## config.mk

```make
export PLATFORM = sky130hd
export DESIGN_NAME = sprite_line_scan_select_sort
export DESIGN_NICKNAME = d
export VERILOG_FILES = /design/src/rtl/core/slss_pkg.sv /design/src/rtl/core/slss_front.sv /design/src/rtl/core/slss_queue.sv /design/src/rtl/core/slss_back.sv /design/src/rtl/core/sprite_line_scan_select_sort.sv
export SDC_FILE = /design/constraint.sdc
export NUM_CORES = 2
export LEC_CHECK = 0
export BUFFER_PORTS_ARGS = -buffer_cell sky130_fd_sc_hd__buf_2
export CAP_MARGIN = 20
export CORE_MARGIN = 2
export CORE_UTILIZATION = 50
export CTS_BUF_LIST = sky130_fd_sc_hd__clkbuf_4 sky130_fd_sc_hd__clkbuf_8
export DETAILED_ROUTE_END_ITERATION = 16
export GPL_TIMING_DRIVEN = 1
export PLACE_DENSITY_LB_ADDON = 0.15
export SYNTH_ARGS = -nofsm -noshare
export SYNTH_HDL_FRONTEND = slang
export SYNTH_SLANG_ARGS = --single-unit
export TNS_END_PERCENT = 5
```

## constraint.sdc

```tcl
create_clock -name clk -period 6.4 [get_ports clk]
set_input_delay 0.32 -clock clk [delete_from_list [all_inputs] [get_ports clk]]
set_output_delay 0.32 -clock clk [all_outputs]
set_load 0.01 [all_outputs]
```

## src/rtl/core/slss_pkg.sv

```systemverilog
// ----------------------------------------------------------------------------
// slss_pkg
// Shared types and constants for the sprite line scan and sort block.
// ----------------------------------------------------------------------------
package slss_pkg;

	localparam int TABLE_ENTRIES = 40;
	localparam int MAX_PER_LINE  = 10;
	localparam int QUEUE_DEPTH   = 2;

	localparam int IDX_W   = 6;
	localparam int TBL_AW  = (TABLE_ENTRIES > 1) ? $clog2(TABLE_ENTRIES) : 1;
	localparam int CNT_W   = $clog2(MAX_PER_LINE + 1);
	localparam int QPTR_W  = (QUEUE_DEPTH > 1) ? $clog2(QUEUE_DEPTH) : 1;
	localparam int QCNT_W  = $clog2(QUEUE_DEPTH + 1);

	localparam int S_TDATA_W = 48;
	localparam int M_TDATA_W = 40;

	localparam logic [8:0] LINE_OFFSET  = 9'd16;
	localparam logic [8:0] SHORT_HEIGHT = 9'd8;
	localparam logic [8:0] TALL_HEIGHT  = 9'd16;

	localparam logic ACT_WRITE = 1'b0;
	localparam logic ACT_SCAN  = 1'b1;

	typedef struct packed {
		logic [7:0] y;
		logic [7:0] x;
		logic [7:0] tile;
		logic [7:0] flags;
	} entry_t;

	typedef struct packed {
		logic [IDX_W-1:0] idx;
		entry_t           ent;
	} sel_t;

	typedef struct packed {
		logic              scan;
		logic [TBL_AW-1:0] addr;
		entry_t            ent;
		logic [7:0]        line;
	} cmd_t;

	typedef struct packed {
		logic found;
		logic last;
		sel_t sel;
	} result_t;

	typedef enum logic [2:0] {
		ST_IDLE,
		ST_SCAN,
		ST_DRAIN,
		ST_EMIT
	} state_t;

endpackage

```

## src/rtl/core/slss_front.sv

```systemverilog
// ----------------------------------------------------------------------------
// slss_front
// Input side: unpacks requests, drops writes beyond the table, queues the rest.
// ----------------------------------------------------------------------------
module slss_front
	import slss_pkg::*;
(
	input  logic                 s_tvalid,
	output logic                 s_tready,
	input  logic [S_TDATA_W-1:0] s_tdata,
	input  logic [0:0]           s_tuser,
	input  logic                 q_full,
	output logic                 q_push,
	output cmd_t                 q_cmd
);

	logic [IDX_W-1:0] idx;
	logic             in_range;

	assign idx      = s_tdata[5:0];
	assign in_range = {1'b0, idx} < (IDX_W + 1)'(TABLE_ENTRIES);
	assign s_tready = !q_full;
	assign q_push   = s_tvalid && !q_full && (s_tuser[0] == ACT_SCAN || in_range);

	always_comb begin
		q_cmd.scan      = (s_tuser[0] == ACT_SCAN);
		q_cmd.addr      = idx[TBL_AW-1:0];
		q_cmd.ent.y     = s_tdata[13:6];
		q_cmd.ent.x     = s_tdata[21:14];
		q_cmd.ent.tile  = s_tdata[29:22];
		q_cmd.ent.flags = s_tdata[37:30];
		q_cmd.line      = s_tdata[45:38];
	end

endmodule

```

## src/rtl/core/slss_queue.sv

```systemverilog
// ----------------------------------------------------------------------------
// slss_queue
// Short command queue between the front and the back.
// ----------------------------------------------------------------------------
module slss_queue
	import slss_pkg::*;
(
	input  logic clk,
	input  logic arst_n,
	input  logic push,
	input  cmd_t push_cmd,
	output logic full,
	input  logic pop,
	output logic head_vld,
	output cmd_t head_cmd
);

	cmd_t              slot_q [QUEUE_DEPTH];
	logic [QPTR_W-1:0] wr_ptr_q;
	logic [QPTR_W-1:0] rd_ptr_q;
	logic [QCNT_W-1:0] cnt_q;

	assign full     = (cnt_q == QCNT_W'(QUEUE_DEPTH));
	assign head_vld = (cnt_q != '0);
	assign head_cmd = slot_q[rd_ptr_q];

	always_ff @(posedge clk) begin
		if (push) begin
			slot_q[wr_ptr_q] <= push_cmd;
		end
	end

	always_ff @(posedge clk or negedge arst_n) begin
		if (!arst_n) begin
			wr_ptr_q <= '0;
			rd_ptr_q <= '0;
			cnt_q    <= '0;
		end else begin
			if (push) begin
				wr_ptr_q <= (wr_ptr_q == QPTR_W'(QUEUE_DEPTH - 1)) ? '0 : wr_ptr_q + 1'b1;
			end
			if (pop) begin
				rd_ptr_q <= (rd_ptr_q == QPTR_W'(QUEUE_DEPTH - 1)) ? '0 : rd_ptr_q + 1'b1;
			end
			if (push && !pop) begin
				cnt_q <= cnt_q + 1'b1;
			end else if (pop && !push) begin
				cnt_q <= cnt_q - 1'b1;
			end
		end
	end

endmodule

```

## src/rtl/core/slss_back.sv

```systemverilog
// ----------------------------------------------------------------------------
// slss_back
// Table storage, line scan with sorted insertion, and result output register.
// ----------------------------------------------------------------------------
module slss_back
	import slss_pkg::*;
(
	input  logic clk,
	input  logic arst_n,
	input  logic tall,
	input  logic q_vld,
	input  cmd_t q_cmd,
	output logic q_pop,
	output logic out_vld,
	input  logic out_rdy,
	output result_t out_res
);

	state_t state_q, state_d;

	entry_t            mem [TABLE_ENTRIES];
	logic [TABLE_ENTRIES-1:0] ent_vld_q;

	logic [TBL_AW-1:0] rd_addr_q;
	logic [7:0]        line_q;
	logic              rd_en, wr_en, emit;

	logic              rd_vld_s1;
	logic              ent_vld_s1;
	logic [TBL_AW-1:0] rd_idx_s1;
	entry_t            rd_data_s1;

	sel_t              list_q [MAX_PER_LINE];
	logic [CNT_W-1:0]  cnt_q;

	logic              out_vld_q;
	result_t           out_res_q;

	logic [8:0]        target, height, y_ext;
	logic              hit, insert;
	logic [MAX_PER_LINE-1:0] gt;
	sel_t              new_sel;

	assign out_vld = out_vld_q;
	assign out_res = out_res_q;

	// sequencer
	always_ff @(posedge clk or negedge arst_n) begin
		if (!arst_n) begin
			state_q <= ST_IDLE;
		end else begin
			state_q <= state_d;
		end
	end

	always_comb begin
		state_d = state_q;
		q_pop   = 1'b0;
		wr_en   = 1'b0;
		rd_en   = 1'b0;
		emit    = 1'b0;
		case (state_q)
			ST_IDLE: begin
				if (q_vld) begin
					q_pop = 1'b1;
					if (q_cmd.scan) begin
						state_d = ST_SCAN;
					end else begin
						wr_en = 1'b1;
					end
				end
			end
			ST_SCAN: begin
				rd_en = 1'b1;
				if (rd_addr_q == TBL_AW'(TABLE_ENTRIES - 1)) begin
					state_d = ST_DRAIN;
				end
			end
			ST_DRAIN: begin
				state_d = ST_EMIT;
			end
			ST_EMIT: begin
				if (!out_vld_q || out_rdy) begin
					emit = 1'b1;
					if (cnt_q <= CNT_W'(1)) begin
						state_d = ST_IDLE;
					end
				end
			end
			default: begin
				state_d = ST_IDLE;
			end
		endcase
	end

	// attribute table
	always_ff @(posedge clk) begin
		if (wr_en) begin
			mem[q_cmd.addr] <= q_cmd.ent;
		end
		if (rd_en) begin
			rd_data_s1 <= mem[rd_addr_q];
			rd_idx_s1  <= rd_addr_q;
		end
	end

	always_ff @(posedge clk or negedge arst_n) begin
		if (!arst_n) begin
			ent_vld_q  <= '0;
			rd_vld_s1  <= 1'b0;
			ent_vld_s1 <= 1'b0;
			rd_addr_q  <= '0;
			line_q     <= '0;
		end else begin
			if (wr_en) begin
				ent_vld_q[q_cmd.addr] <= 1'b1;
			end
			rd_vld_s1 <= rd_en;
			if (rd_en) begin
				ent_vld_s1 <= ent_vld_q[rd_addr_q];
			end
			if (state_q == ST_IDLE) begin
				rd_addr_q <= '0;
				if (q_vld && q_cmd.scan) begin
					line_q <= q_cmd.line;
				end
			end else if (rd_en) begin
				rd_addr_q <= rd_addr_q + 1'b1;
			end
		end
	end

	// span test on the entry read last cycle
	assign target  = {1'b0, line_q} + LINE_OFFSET;
	assign height  = tall ? TALL_HEIGHT : SHORT_HEIGHT;
	assign y_ext   = {1'b0, rd_data_s1.y};
	assign hit     = (y_ext <= target) && (y_ext + height > target);
	assign insert  = rd_vld_s1 && ent_vld_s1 && (rd_data_s1.x != 8'd0) && hit &&
	                 (cnt_q < CNT_W'(MAX_PER_LINE));
	assign new_sel = '{idx: IDX_W'(rd_idx_s1), ent: rd_data_s1};

	always_comb begin
		for (int j = 0; j < MAX_PER_LINE; j++) begin
			gt[j] = (CNT_W'(j) < cnt_q) && (list_q[j].ent.x > rd_data_s1.x);
		end
	end

	// sorted list: stable insertion, drained from slot zero
	always_ff @(posedge clk) begin
		for (int j = 0; j < MAX_PER_LINE; j++) begin
			if (insert) begin
				if (gt[j] || CNT_W'(j) == cnt_q) begin
					if (j > 0 && gt[(j > 0) ? j - 1 : 0]) begin
						list_q[j] <= list_q[(j > 0) ? j - 1 : 0];
					end else begin
						list_q[j] <= new_sel;
					end
				end
			end else if (emit && j < MAX_PER_LINE - 1) begin
				list_q[j] <= list_q[(j < MAX_PER_LINE - 1) ? j + 1 : j];
			end
		end
	end

	always_ff @(posedge clk or negedge arst_n) begin
		if (!arst_n) begin
			cnt_q <= '0;
		end else begin
			if (state_q == ST_IDLE && q_vld && q_cmd.scan) begin
				cnt_q <= '0;
			end else if (insert) begin
				cnt_q <= cnt_q + 1'b1;
			end else if (emit && cnt_q != '0) begin
				cnt_q <= cnt_q - 1'b1;
			end
		end
	end

	// output register
	always_ff @(posedge clk or negedge arst_n) begin
		if (!arst_n) begin
			out_vld_q <= 1'b0;
		end else if (emit) begin
			out_vld_q <= 1'b1;
		end else if (out_rdy) begin
			out_vld_q <= 1'b0;
		end
	end

	always_ff @(posedge clk) begin
		if (emit) begin
			if (cnt_q == '0) begin
				out_res_q.found <= 1'b0;
				out_res_q.last  <= 1'b1;
				out_res_q.sel   <= '0;
			end else begin
				out_res_q.found <= 1'b1;
				out_res_q.last  <= (cnt_q == CNT_W'(1));
				out_res_q.sel   <= list_q[0];
			end
		end
	end

endmodule

```

## src/rtl/core/sprite_line_scan_select_sort.sv

```systemverilog
// ----------------------------------------------------------------------------
// sprite_line_scan_select_sort
// Sprite attribute table with per-line selection and x-ordered output.
// ----------------------------------------------------------------------------
// A write request (tuser 0) stores one 32-bit entry; indexes beyond the
// table are dropped at the input. A scan request (tuser 1) reads the table
// one entry per cycle through the single table read port, inserting each hit
// into a sorted list, then sends the hits in ascending x one per cycle while
// the sink takes them, at least one result per scan (a not-found result when
// nothing hits). A two-entry queue lets new requests be taken while a scan
// runs, and an output register holds a result until the sink takes it. The
// table acts as empty after reset (per-entry valid bits are cleared), with
// no clearing pass.
module sprite_line_scan_select_sort
	import slss_pkg::*;
(
	input  logic                 clk,
	input  logic                 arst_n,
	input  logic                 cfg_valid,
	output logic                 cfg_ready,
	input  logic                 cfg_data,     // tall_sprites
	input  logic                 s_tvalid,
	output logic                 s_tready,
	input  logic [S_TDATA_W-1:0] s_tdata,      // entry_index, entry_y, entry_x,
	                                           // entry_tile, entry_flags, scan_line
	input  logic [0:0]           s_tuser,      // action
	output logic                 m_tvalid,
	input  logic                 m_tready,
	output logic [M_TDATA_W-1:0] m_tdata,      // sprite_index, sprite_y, sprite_x,
	                                           // sprite_tile, sprite_flags
	output logic [0:0]           m_tuser,      // found
	output logic                 m_tlast
);

	logic    tall_q;
	logic    q_full, q_push, q_pop, q_vld;
	cmd_t    push_cmd, head_cmd;
	result_t res;

	assign cfg_ready = 1'b1;

	always_ff @(posedge clk or negedge arst_n) begin
		if (!arst_n) begin
			tall_q <= 1'b0;
		end else if (cfg_valid) begin
			tall_q <= cfg_data;
		end
	end

	slss_front u_front (
		.s_tvalid (s_tvalid),
		.s_tready (s_tready),
		.s_tdata  (s_tdata),
		.s_tuser  (s_tuser),
		.q_full   (q_full),
		.q_push   (q_push),
		.q_cmd    (push_cmd)
	);

	slss_queue u_queue (
		.clk      (clk),
		.arst_n   (arst_n),
		.push     (q_push),
		.push_cmd (push_cmd),
		.full     (q_full),
		.pop      (q_pop),
		.head_vld (q_vld),
		.head_cmd (head_cmd)
	);

	slss_back u_back (
		.clk     (clk),
		.arst_n  (arst_n),
		.tall    (tall_q),
		.q_vld   (q_vld),
		.q_cmd   (head_cmd),
		.q_pop   (q_pop),
		.out_vld (m_tvalid),
		.out_rdy (m_tready),
		.out_res (res)
	);

	assign m_tdata    = {2'b00, res.sel.ent.flags, res.sel.ent.tile, res.sel.ent.x,
	                     res.sel.ent.y, res.sel.idx};
	assign m_tuser[0] = res.found;
	assign m_tlast    = res.last;

endmodule

```

==> flow_summary_export.csv <==
group,metric,value,unit
status,run_status,"finished clean",
setup_path,timing.rr.end,"u_back.list_q[4][4]",
grt,grt_antenna_before_repair,3,
timing,setup_violations,0,
place,post_dp_cell_area,83690,sq um
floorplan,die_area,164000,sq um
routing,drt-pass1-iter-count,8,
timing,slew_headroom,27.47,%
synth,synthSimpleGateAreaFrac,6.735,%
synth,ys.warnings.count,0,
synth,synthAdderAreaFrac,1.722,%
synth,ys_types,69,
clock_tree,h-tree-depth,5,
setup_path,critPathArrivalTime,5.68,ns
timing,rsz0062_at_grt,"false",
setup_path,crit_family,"compound AO/OA/AOI/OAI gates",
floorplan,placementRows,147,
synth,seq_area_frac_synth,70.56,%
setup_path,crit_fanout,102,
clock_tree,ctsResizeCount,0,
synth,synth.avg_cell_area,16.85,sq um
timing,slew_violations,0,
place,io_buffers,94,
power,power,44.49,mW
finish,final_core_util,56.51,%
timing,worst_pin_slew,1.085,ns
finish,fillCellCount,12310,
timing,hold_viol_final,0,
timing,fin_skew,0.06390,ns
setup_path,r2r_slack,1.45,ns
routing,vias,45810,
setup_path,critPathBufInv,2,
setup_path,path_cells,"ha_1 -> a21o_1 -> and4_1 -> ha_1 -> nand2_1 -> o21ai_0 -> a2111oi_0 -> buf_1 -> a211oi_4 -> buf_12 -> mux2_2 -> mux2_1",
clock_tree,cts_tree,"built",
clock_tree,clockBufferDepth,4,
place,detailedPlace.worstSlack,1.515,ns
setup_path,cp-end-kind,"flop",
synth,synthMuxAreaShare,13.66,%
synth,synth_top_family_by_area,"multiplexers",
floorplan,die_h,405.0,um
finish,postLayoutCellArea,90420,sq um
routing,drc,0,
grt,overflow,0,
setup_path,rr_worst_depth,12,
synth,netlist_area,80380,sq um
timing,finalSetupTns,0,ns
finish,layout_common_cells,"edfxtp_1 (1,832), mux4_2 (389), nand2_1 (366)",
setup_path,cp-endpoint,"u_back.list_q[4][4]",
synth,syn_inst,4769,
synth,synth_edf_count,1832,
setup_path,cp_slowest_stage_delay,0.84,ns
finish,area_delta_synth_final,12.49,%
setup_path,critPathKind,"reg2reg",
grt,grt_pass1_vias,46140,
finish,final_common_cell,"edfxtp_1",
synth,synth_area_leader_cell,"edfxtp_1",
synth,synth_xor_area_share,0.1525,%
synth,synth-main-ff-cell,"edfxtp_1",
clock_tree,numCtsBuffers,327,
place,hpwl,117000,um
job,cap_viol_max_count,0,
floorplan,num_io_pins,100,
place,gp_congestion,0.8182,
finish,drive_above_1_share,25.61,%
synth,ys_ff_latch,1900,
clock_tree,path_clk_slew,0.06,ns
setup_path,cp_num_cells,12,
timing,post-route-period-util,77.32,%
grt,grt_pass1_wl,304600,um
floorplan,floorplan.initialDensity,50.23,%
routing,final_antenna_net_count,0,
power,powerDensity,492.0,nW/um^2
grt,grt_max_degree,147,
setup_path,start_kind,"flop",
clock_tree,worstSkewPairLatency,1.02,ns
synth,synthTopCellsByArea,"edfxtp_1 (68%), mux4_2 (11%), dfrtp_1 (2.1%)",
routing,wl_per_cell,27.87,um
setup_path,crit_required,7.13,ns
setup_path,cp_slowest_cell,"edfxtp_1",
routing,wl,204600,um
timing,fin_crit,4.948,ns
setup_path,timing.rr.start,"u_back.new_sel[28]",
setup_path,crit_start,"u_back.new_sel[28]",
worst_hold_path,hp-class,"in2reg",
floorplan,die_w,405.0,um
routing,routed_via_density,6.242,
grt,track_usage,25.14,%
timing,fmax,202.1,MHz
power,leakagePower,29.32,nW
synth,synth_compound_area_share,5.015,%
setup_path,path_common_cell,"ha_1",
routing,drt_iter0_drc,5209,
synth,synth_top_area_share,68.44,%
timing,setup_slack,1.452,ns
power,peakVddDrop,620.2,uV
clock_tree,clkSinkCount,1900,
synth,ys_async_sr_fraction,3.579,%
floorplan,fp.coreArea,160000,sq um
clock_tree,root_buffer,"clkbuf_8",
finish,nNetsFinal,5184,
logic make-up after synthesis:
kind of cell,Yosys count
AOI/OAI and AO/OA,585
xor gates and xnor gates,14
adders and majority gates,110
buffers and inverters,431
DFF,1900
muxes,594
other,2
and+or+nand+nor,1133
stage by stage:
| step | hold WS (ns) | std cells |
|---|---|---|
| after floorplan | 0.02441 | 4770 |
| after global placement | 0.4453 | 6703 |
| after detailed placement | 0.4476 | 6706 |
| after CTS | 0.002677 | 7329 |
| after global routing | 0.02004 | 7333 |
| final | 0.08371 | 7340 |
worst min path at each step:
stage / slack, ns / end / cells after the start / start
2_1_floorplan: 0.02 / tall_q / 0 / arst_n
3_3_place_gp: 0.45 / u_back.ent_vld_q[26] / 1 / u_back.ent_vld_q[26]
3_5_place_dp: 0.45 / u_back.ent_vld_q[16] / 1 / u_back.ent_vld_q[16]
4_1_cts: 0.003 / u_queue.slot_q[1][46] / 2 / s_tuser
5_1_grt: 0.02 / u_queue.slot_q[1][2] / 2 / s_tdata[40]
6_report: 0.08 / u_queue.slot_q[1][46] / 2 / s_tuser
per-layer routing:
metal | global-route usage [%] | wire length, um | vias up
li1 | - | - | 19760
met1 | 34.62 | 84770 | 23870
met2 | 41.53 | 100700 | 1821
met3 | 3.936 | 13410 | 365
met4 | 7.698 | 5653 | 0
met5 | 0 | 0 | -
flip-flops by register name, summed over array words and instances (netlist names), 2 cells and up:
register and flops:
u_back.cnt_q 4, u_back.ent_vld_q 40, u_back.line_q 8, u_back.list_q 380, u_back.mem 1280, u_back.new_sel 32, u_back.out_res 40, u_back.rd_addr_q 6
u_back.rd_idx_s1 6, u_back.state_q 2, u_queue.cnt_q 2, u_queue.slot_q 94
Yosys cell counts, drive strengths merged, types with 4 or more instances:
cell type / n
o21a: 5
buf: 106
xnor2: 8
a311oi: 4
o211ai: 85
nor2: 163
o32ai: 7
o221ai: 11
a21oi: 79
and4: 7
nor2b: 41
o21ai: 116
ha: 109
nor3: 8
xor2: 6
mux4: 389
edfxtp: 1832
nand2b: 9
and2: 43
and3: 6
o211a: 4
nand4: 133
clkbuf: 273
a21o: 9
or2: 43
mux2i: 73
nand2: 369
o311ai: 117
inv: 51
a211o: 5
nand3: 298
a211oi: 40
mux2: 132
o22ai: 6
dfrtp: 68
a31oi: 78
area by class of cell:
type / instances / area (sq um) / share of cell area (%)
inverter: 52 / 200.2 / 0.2214
sequential: 1900 / 56730 / 62.75
tap: 2086 / 2610 / 2.887
clock buffer: 460 / 5580 / 6.172
multi-input combinational: 2439 / 22430 / 24.81
timing repair buffer: 299 / 2430 / 2.687
clock inverter: 94 / 404.1 / 0.4470
antenna: 10 / 25.02 / 0.02768
what timing repair did:
action | CTS | global route
hold buffers | 69 | 0
setup buffers | 0 | 0
endpoints found under the hold margin | 178 | 0
power breakdown:
part           switching, mW  total [mW]  leakage (nW)  internal, mW
clock                   4.76        10.3          3.19          5.57
combinational           9.52        14.8          8.58          5.26
sequential              1.36        19.4          17.6          18.0
total                   15.6        44.5          29.3          28.8
Power figures use the tool's default switching activity.
